$ cat config.mk
export PLATFORM = sky130hd
export DESIGN_NAME = terminal_key_sequence_decoder_flat
export DESIGN_NICKNAME = d
export VERILOG_FILES = /design/src/rtl/core/tksd_pkg.sv /design/src/rtl/core/tksd_key_if.sv /design/src/rtl/core/tksd_tok_if.sv /design/src/rtl/core/terminal_key_sequence_decoder.sv /design/src/flat_wrapper.sv
export SDC_FILE = /design/constraint.sdc
export NUM_CORES = 1
export LEC_CHECK = 0
export ABC_CLOCK_PERIOD_IN_PS = 1850
export BUFFER_PORTS_ARGS = -buffer_cell sky130_fd_sc_hd__buf_4
export CAP_MARGIN = 20
export CORE_ASPECT_RATIO = 0.9
export CORE_MARGIN = 4
export CORE_UTILIZATION = 34
export DETAILED_ROUTE_END_ITERATION = 16
export GPL_TIMING_DRIVEN = 0
export HOLD_SLACK_MARGIN = 0.06
export SYNTH_ARGS = -nofsm -noshare
export SYNTH_HDL_FRONTEND = slang
export SYNTH_SLANG_ARGS = --single-unit
export TNS_END_PERCENT = 5
$ cat constraint.sdc
create_clock -name clk_i -period 1.85 [get_ports clk_i]
set_input_delay 0 -clock clk_i [delete_from_list [all_inputs] [get_ports clk_i]]
set_output_delay 0 -clock clk_i [all_outputs]
set_load 0.005 [all_outputs]
$ cat src/rtl/core/tksd_pkg.sv
`timescale 1ns / 1ps
`default_nettype none

package tksd_pkg;

  typedef logic [7:0] key_byte_t;
  typedef logic [6:0] char_t;

  localparam char_t KeyMask  = 7'h7F;
  localparam char_t KeyEsc   = 7'h1B;
  localparam char_t KeyFs    = 7'h1C;
  localparam char_t KeyCr    = 7'h0D;
  localparam char_t KeySpace = 7'h20;

  // Dense command numbering.
  localparam char_t TkInterrupt   = 7'd0;
  localparam char_t TkLeftWin     = 7'd1;
  localparam char_t TkSetFile     = 7'd2;
  localparam char_t TkBackspace   = 7'd3;
  localparam char_t TkTab         = 7'd4;
  localparam char_t TkReturn      = 7'd5;
  localparam char_t TkChangeWin   = 7'd6;
  localparam char_t TkCtrlQuote   = 7'd7;
  localparam char_t TkRightWin    = 7'd8;
  localparam char_t TkBackTab     = 7'd9;
  localparam char_t TkMoveUp      = 7'd10;
  localparam char_t TkMoveDown    = 7'd11;
  localparam char_t TkMoveLeft    = 7'd12;
  localparam char_t TkMoveRight   = 7'd13;
  localparam char_t TkHome        = 7'd14;
  localparam char_t TkMinusPage   = 7'd15;
  localparam char_t TkMinusLine   = 7'd16;
  localparam char_t TkPlusLine    = 7'd17;
  localparam char_t TkPlusPage    = 7'd18;
  localparam char_t TkTabs        = 7'd19;
  localparam char_t TkUnassigned  = 7'd20;
  localparam char_t TkInsertMode  = 7'd21;
  localparam char_t TkReplace     = 7'd22;
  localparam char_t TkMinusSearch = 7'd23;
  localparam char_t TkPlusSearch  = 7'd24;
  localparam char_t TkClose       = 7'd25;
  localparam char_t TkOpen        = 7'd26;
  localparam char_t TkPick        = 7'd27;
  localparam char_t TkCommand     = 7'd28;
  localparam char_t TkDeleteChar  = 7'd29;
  localparam char_t TkMark        = 7'd30;

  // Sequence tracker, one-hot.
  typedef enum logic [3:0] {
    MODE_IDLE   = 4'b0001,
    MODE_ESC    = 4'b0010,
    MODE_FS     = 4'b0100,
    MODE_FS_LET = 4'b1000
  } seq_mode_e;

  localparam char_t FkeyFirst = 7'h35;
  localparam char_t FkeyLast  = 7'h42;
  localparam int    FkeyCount = 14;

  localparam char_t FkeyMap [FkeyCount] = '{
    TkInsertMode, TkSetFile, TkInterrupt, TkReplace, TkUnassigned,
    TkMinusSearch, TkPlusSearch, TkUnassigned, TkClose, TkOpen,
    TkPick, TkCommand, TkDeleteChar, TkMark
  };

  function automatic char_t ctrl_cmd(input logic [4:0] b);
    char_t c;
    case (b)
      5'd3:          c = TkInterrupt;
      5'd5:          c = TkLeftWin;
      5'd7:          c = TkSetFile;
      5'd8, 5'd23:   c = TkBackspace;
      5'd9:          c = TkTab;
      5'd13:         c = TkReturn;
      5'd16:         c = TkChangeWin;
      5'd17:         c = TkCtrlQuote;
      5'd19:         c = TkRightWin;
      5'd20:         c = TkBackTab;
      default:       c = TkUnassigned;
    endcase
    return c;
  endfunction

  function automatic char_t esc_cmd(input char_t b);
    char_t c;
    case (b)
      7'h3B:   c = TkMoveUp;     // ';'
      7'h3C:   c = TkMoveDown;   // '<'
      7'h3E:   c = TkMoveLeft;   // '>'
      7'h3D:   c = TkMoveRight;  // '='
      7'h3F:   c = TkHome;       // '?'
      7'h2E:   c = TkMinusPage;  // '.'
      7'h5C:   c = TkMinusLine;  // backslash
      7'h5B:   c = TkPlusLine;   // '['
      7'h2D:   c = TkPlusPage;   // '-'
      7'h5D:   c = TkTabs;       // ']'
      default: c = TkUnassigned;
    endcase
    return c;
  endfunction

  function automatic char_t fkey_cmd(input char_t letter);
    char_t c;
    char_t ofs;
    ofs = letter - FkeyFirst;
    if (letter inside {[FkeyFirst:FkeyLast]}) begin
      c = FkeyMap[ofs[3:0]];
    end else begin
      c = TkUnassigned;
    end
    return c;
  endfunction

endpackage

`default_nettype wire

$ cat src/rtl/core/tksd_key_if.sv
`timescale 1ns / 1ps
`default_nettype none

interface tksd_key_if import tksd_pkg::*; ();
  logic      valid;
  logic      ready;
  key_byte_t key_byte;

  modport source (output valid, output key_byte, input ready);
  modport sink   (input valid, input key_byte, output ready);
endinterface

`default_nettype wire

$ cat src/rtl/core/tksd_tok_if.sv
`timescale 1ns / 1ps
`default_nettype none

interface tksd_tok_if import tksd_pkg::*; ();
  logic  valid;
  logic  ready;
  logic  is_command;
  char_t token_code;

  modport source (output valid, output is_command, output token_code, input ready);
  modport sink   (input valid, input is_command, input token_code, output ready);
endinterface

`default_nettype wire

$ cat src/rtl/core/terminal_key_sequence_decoder.sv
`timescale 1ns / 1ps
`default_nettype none

// Keyboard byte stream to editor token decoder. Each request on key_i carries
// one byte (bit 7 ignored); each request on tok_o carries one token, either a
// plain character (is_command = 0) or a command index 0..30. Control bytes map
// to single commands, ESC + byte and FS + letter + CR form multi-byte keys, and
// the bytes that only open or extend such a sequence produce no token. A byte
// is accepted every cycle as long as the token register drains. An accepted
// byte is held in the input register, and its token then goes to the token
// register, which stalls while tok_o is not ready. The sequence-mode register
// and the held FS letter are the only state carried from byte to byte.
module terminal_key_sequence_decoder
  import tksd_pkg::*;
(
  input  wire logic  clk_i,
  input  wire logic  rst_ni,
  tksd_key_if.sink   key_i,
  tksd_tok_if.source tok_o
);

  // Input register.
  logic      in_vld_q;
  char_t     in_byte_q;
  logic      in_adv;

  // Sequence state.
  seq_mode_e mode_q, mode_d;
  char_t     letter_q, letter_d;

  // Decode result.
  logic      emit;
  logic      emit_cmd;
  char_t     emit_code;

  // Token register.
  logic      out_vld_q;
  logic      out_cmd_q;
  char_t     out_code_q;
  logic      out_free;

  assign out_free    = !out_vld_q || tok_o.ready;
  // The decode stage moves on whenever it holds a byte and the token register can take a result.
  assign in_adv      = in_vld_q && out_free;
  assign key_i.ready = !in_vld_q || out_free;

  always_ff @(posedge clk_i or negedge rst_ni) begin
    if (!rst_ni) begin
      in_vld_q <= 1'b0;
    end else if (key_i.ready) begin
      in_vld_q <= key_i.valid;
    end
  end

  always_ff @(posedge clk_i) begin
    if (key_i.ready && key_i.valid) begin
      in_byte_q <= key_i.key_byte[6:0];
    end
  end

  // Decode one byte against the current sequence mode.
  always_comb begin
    mode_d    = mode_q;
    letter_d  = letter_q;
    emit      = 1'b0;
    emit_cmd  = 1'b1;
    emit_code = TkUnassigned;
    case (mode_q)
      MODE_ESC: begin
        mode_d    = MODE_IDLE;
        emit      = 1'b1;
        emit_code = esc_cmd(in_byte_q);
      end
      MODE_FS: begin
        // Hold the letter and wait for CR.
        letter_d = in_byte_q;
        mode_d   = MODE_FS_LET;
      end
      MODE_FS_LET: begin
        // Consume the third byte whatever it is.
        mode_d    = MODE_IDLE;
        emit      = 1'b1;
        emit_code = (in_byte_q == KeyCr) ? fkey_cmd(letter_q) : TkUnassigned;
      end
      default: begin
        if (in_byte_q == KeyEsc) begin
          mode_d = MODE_ESC;
        end else if (in_byte_q == KeyFs) begin
          mode_d = MODE_FS;
        end else if (in_byte_q >= KeySpace) begin
          emit      = 1'b1;
          emit_cmd  = 1'b0;
          emit_code = in_byte_q;
        end else begin
          emit      = 1'b1;
          emit_code = ctrl_cmd(in_byte_q[4:0]);
        end
      end
    endcase
  end

  always_ff @(posedge clk_i or negedge rst_ni) begin
    if (!rst_ni) begin
      mode_q   <= MODE_IDLE;
      letter_q <= '0;
    end else if (in_adv) begin
      mode_q   <= mode_d;
      letter_q <= letter_d;
    end
  end

  always_ff @(posedge clk_i or negedge rst_ni) begin
    if (!rst_ni) begin
      out_vld_q <= 1'b0;
    end else if (out_free) begin
      out_vld_q <= in_vld_q && emit;
    end
  end

  always_ff @(posedge clk_i) begin
    if (in_adv && emit) begin
      out_cmd_q  <= emit_cmd;
      out_code_q <= emit_code;
    end
  end

  assign tok_o.valid      = out_vld_q;
  assign tok_o.is_command = out_cmd_q;
  assign tok_o.token_code = out_code_q;

  // A decoded token always lands in the token register.
  a_emit_lands: assert property (@(posedge clk_i) disable iff (!rst_ni)
    (in_adv && emit) |=> tok_o.valid)
    else $error("decoded token lost");

  // The letter after FS never yields a token.
  a_fs_silent: assert property (@(posedge clk_i) disable iff (!rst_ni)
    (in_vld_q && mode_q == MODE_FS) |-> !emit)
    else $error("token emitted on FS letter");

  // After the FS letter the tracker waits for the closing byte.
  a_fs_advance: assert property (@(posedge clk_i) disable iff (!rst_ni)
    (in_adv && mode_q == MODE_FS) |=> (mode_q == MODE_FS_LET && letter_q == $past(in_byte_q)))
    else $error("FS letter not held");

  // No token appears without a byte having been decoded.
  a_no_phantom: assert property (@(posedge clk_i) disable iff (!rst_ni)
    $rose(tok_o.valid) |-> $past(in_adv && emit))
    else $error("token without source byte");

endmodule

`default_nettype wire
$ cat src/flat_wrapper.sv
// flat-port wrapper written by rule: the top's interface ports become plain ports
module terminal_key_sequence_decoder_flat import tksd_pkg::*;
  (clk_i, rst_ni, key_i_valid, key_i_key_byte, key_i_ready, tok_o_valid, tok_o_is_command, tok_o_token_code, tok_o_ready);
  tksd_key_if key_i_i ();
  tksd_tok_if tok_o_i ();
  input  wire logic clk_i;
  input  wire logic rst_ni;
  input wire logic [$bits(key_i_i.valid)-1:0] key_i_valid;
  input wire logic [$bits(key_i_i.key_byte)-1:0] key_i_key_byte;
  output wire logic [$bits(key_i_i.ready)-1:0] key_i_ready;
  output wire logic [$bits(tok_o_i.valid)-1:0] tok_o_valid;
  output wire logic [$bits(tok_o_i.is_command)-1:0] tok_o_is_command;
  output wire logic [$bits(tok_o_i.token_code)-1:0] tok_o_token_code;
  input wire logic [$bits(tok_o_i.ready)-1:0] tok_o_ready;
  assign key_i_i.valid = key_i_valid;
  assign key_i_i.key_byte = key_i_key_byte;
  assign key_i_ready = key_i_i.ready;
  assign tok_o_valid = tok_o_i.valid;
  assign tok_o_is_command = tok_o_i.is_command;
  assign tok_o_token_code = tok_o_i.token_code;
  assign tok_o_i.ready = tok_o_ready;
  terminal_key_sequence_decoder u_core (.clk_i(clk_i), .rst_ni(rst_ni), .key_i(key_i_i), .tok_o(tok_o_i));
endmodule
==> results.py <==
metrics = {
    "timing": {
        "fin_crit_sh_pct": 98.8,
        "worst_clock_skew_ns": 0.00672,
        "timing.final.setup_violations": 0,
        "achievable-frequency_mhz": 547,
        "rsz0062_at_grt": "yes",
        "timing.max_slew.rel_slack_pct": 61.0,
        "worst_slew_pin_slew_ns": 0.583,
        "report.final.hold_viol_count": 0,
        "minimum_period_implied_by_the_final_worst_setup_slack_ns": 1.83,
        "drv_slew": 0,
        "timing.final.ws_setup_ns": 0.0225,
    },
    "power_and_ir_drop": {
        "power_leakage_uw": 0.00114,
        "power_density_of_the_placed_cells_nw_per_um2": 953,
        "p_switching_uw": 911,
        "cell_internal_pwr_uw": 1730,
        "power.ir.vdd_worst_uv": 325,
        "switching_share_pct": 34.5,
        "seq_power_share_pct": 41.2,
        "power_frac_clock_pct": 23.0,
        "combinationalPowerShare_pct": 35.8,
    },
    "grt": {
        "grt_remaining_overflow": 0,
        "first_global_vias": 1720,
        "grt_first_pass_wirelength_um": 8510,
        "antenna_found_initial": 0,
        "global_route.usage.total_pct": 13.8,
        "grt_max_degree": 14,
    },
    "worst_hold_path": {
        "min_path_type": "in -> async",
    },
    "synth": {
        "syn_nets": 247,
        "postSynthRegisterBits": 33,
        "synth-edff-count": 15,
        "proportion_of_synthesized_chip_area_in_sequential_cells_pct": 40.9,
        "synth.cell_area_um2": 2140,
        "netlist-cell-type-count": 62,
        "syn_area_per_cell_um2": 9.39,
        "syn_inst": 228,
        "synth_async_sr_flop_share_pct": 39.4,
        "synth.yosys.warnings": 0,
        "synthFlopType": "sky130_fd_sc_hd__edfxtp_1",
    },
    "place": {
        "dpl_cell_area_um2": 2430,
        "dp_hpwl_um": 3690,
        "gp_routability_congestion": 0.891,
        "numPortBuffers": 20,
        "pre_cts_slack_ns": -0.219,
    },
    "clock_network": {
        "clkTransAtPathRegs_ns": 0.07,
        "sinks_on_clock_net": 33,
        "worstSkewPairLatency_ns": 0.29,
        "cts_root_buf": "sky130_fd_sc_hd__clkbuf_8",
        "cts_max_level": 2,
        "cts_made_buffers": 5,
        "clk_path_buf_depth": 2,
        "cts_tree": "yes",
    },
    "worst_setup_path": {
        "timing.rr.start": "u_core.in_byte_q[1]",
        "worst_r2r_path_depth": 4,
        "path_class": "reg -> reg",
        "timing.critical_path.slowest_stage_cell": "sky130_fd_sc_hd__or3b_4",
        "critical_path_peak_fanout": 4,
        "critical_path_sink_type": "flop",
        "worstPathBufferInverterCount": 0,
        "timing.critical_path.cells": "or3b_4, a21oi_2, o21ai_1, a221o_1",
        "worst-endpoint-arrival_ns": 1.86,
        "crit_path_max_incr_delay_ns": 0.46,
        "critPathRequiredTime_ns": 1.88,
        "worstSetupStartpointType": "flop",
        "worst-r2r-setup-slack_ns": 0.02,
        "critPathTopFamily": "compound AO/OA/AOI/OAI gates",
        "endpoint_of_the_most_critical_register_to_register_path": "u_core.tok_o.token_code[3]",
    },
    "finish": {
        "final_cell_area_um2": 2770,
        "nFillCells": 596,
        "num-nets-final": 293,
        "drive_gt1_share_pct": 27.3,
        "area.growth.synth_to_final_pct": 29.2,
        "diodes": 0,
        "post_layout_util_pct": 45.3,
    },
    "routing": {
        "detailedRoute.firstIterationViolations": 171,
        "routed-via-count": 1810,
        "wirelength_um": 5070,
        "antenna_violating_nets_post_route": 0,
        "remaining_drc_errors": 0,
        "drt-wirelength-per-cell_um": 14.0,
        "detail_route.first_pass.iterations": 4,
        "post_drt_via_cell_ratio": 5.00,
    },
    "floorplanning": {
        "row_count": 27,
        "die_h_um": 83.3,
        "placeableCoreArea_um2": 6110,
        "start_util_pct": 35.0,
        "design.portCount": 22,
        "die_width_um": 91.7,
        "die-area_um2": 7640,
    },
    "status": {
        "outcome": "finished clean",
    },
    "run": {
        "cap_violations": 0,
    },
}
-- layer usage --
metal / vias to the layer above / routed length (um) / track usage (%)
li1: 924 / - / -
met1: 826 / 2360 / 18.6
met2: 55 / 2370 / 21.6
met3: 5 / 283 / 2.81
met4: 0 / 56 / 5.34
met5: - / 0 / 0
-- cell usage in the layout (no fill, tap or decap), drive strengths merged, types with 4 or more instances in the layout --
master,netlist,layout
nand2,33,33
clkbuf,4,11
edfxtp,15,15
mux2i,8,8
nand2b,10,10
dlygate4sd3,0,10
and2,5,5
dfxtp,5,5
nor2b,7,7
nand3,4,4
dfrtp,12,12
mux2,7,7
nor2,13,13
o21ai,15,15
buf,7,36
nor3,5,5
a21oi,9,9
ha,7,7
inv,8,8
-- cells by family (layout without fill, tap and decap cells) --
group                      Yosys count  count (layout)  synth area share (%)
AOI/OAI and AO/OA                   57              57                  19.2
xor gates and xnor gates             4               4                  1.64
adders and majority gates            7               7                  4.09
buffers and inverters               19              66                  3.97
DFF                                 33              33                  40.9
muxes                               15              15                  7.42
and+or+nand+nor                     93              93                  22.7
-- area by class of cell --
| class | count | area (um^2) | share of cell area [%] |
|---|---|---|---|
| timing repair buffer | 39 | 318 | 11.5 |
| buffer | 11 | 65.1 | 2.35 |
| clock inverter | 1 | 5.00 | 0.181 |
| clock buffer | 7 | 96.3 | 3.48 |
| tap | 87 | 109 | 3.93 |
| sequential | 33 | 877 | 31.7 |
| multi-input combinational | 176 | 1270 | 45.8 |
| inverter | 8 | 30.0 | 1.08 |
-- cells in the mapped netlist, drive strengths merged (3+ instances only) --
cell type | instances | area share [%]
clkbuf | 4 | 0.76
and2 | 5 | 1.5
edfxtp | 15 | 21
nor3 | 5 | 1.4
dfrtp | 12 | 14
dfxtp | 5 | 4.7
nor2 | 13 | 2.3
mux2 | 7 | 3.7
xor2 | 3 | 1.2
nor2b | 7 | 2.0
o21ai | 15 | 3.5
a211oi | 3 | 1.9
nand3 | 4 | 0.93
buf | 7 | 1.8
inv | 8 | 1.4
a21oi | 9 | 2.3
ha | 7 | 4.1
nand2 | 33 | 5.8
a21o | 3 | 1.1
o21a | 3 | 1.1
nand3b | 3 | 1.1
mux2i | 8 | 3.7
o311ai | 3 | 1.2
nand2b | 10 | 2.9
-- power groups by stage --
| stage | clock (uW) | sequential (uW) | combinational, uW |
|---|---|---|---|
| final | 607 | 1090 | 944 |
| after floorplan | 0 | 1070 | 618 |
| after CTS | 618 | 1090 | 898 |
| after detailed placement | 0 | 1100 | 847 |
| after global placement | 0 | 1100 | 832 |
| after global routing | 649 | 1110 | 1050 |
-- timing repair --
| action | in CTS | in global routing |
|---|---|---|
| hold buffers | 10 | 0 |
| pin swaps | 2 | 5 |
| setup buffers | 2 | 7 |
| endpoints found under the setup margin | 18 | 17 |
| resized for setup | 11 | 10 |
| endpoints found under the hold margin | 22 | 0 |
-- how the worst max path moves through the flow --
stage / depth (start not counted) / start / endpoint
after global placement: 9 / u_core.tok_o.valid / flop
after floorplan: 9 / u_core.tok_o.valid / flop
final: 4 / u_core.in_byte_q[1] / u_core.tok_o.token_code[3]
after detailed placement: 9 / u_core.tok_o.valid / flop
after CTS: 6 / u_core.in_byte_q[5] / u_core.tok_o.token_code[2]
after global routing: 8 / u_core.tok_o.valid / flop
-- metrics by stage --
stage	hold slack [ns]	instances	power (uW)	setup TNS, ns
after floorplan	-0.296	228	1690	-0.00546
after global placement	-0.137	335	1930	-2.58
after detailed placement	-0.138	335	1950	-2.70
after CTS	0.0976	355	2610	-0.0442
after global routing	0.117	362	2810	-0.337
final	0.0982	362	2640	0
Power figures use the tool's default switching activity.
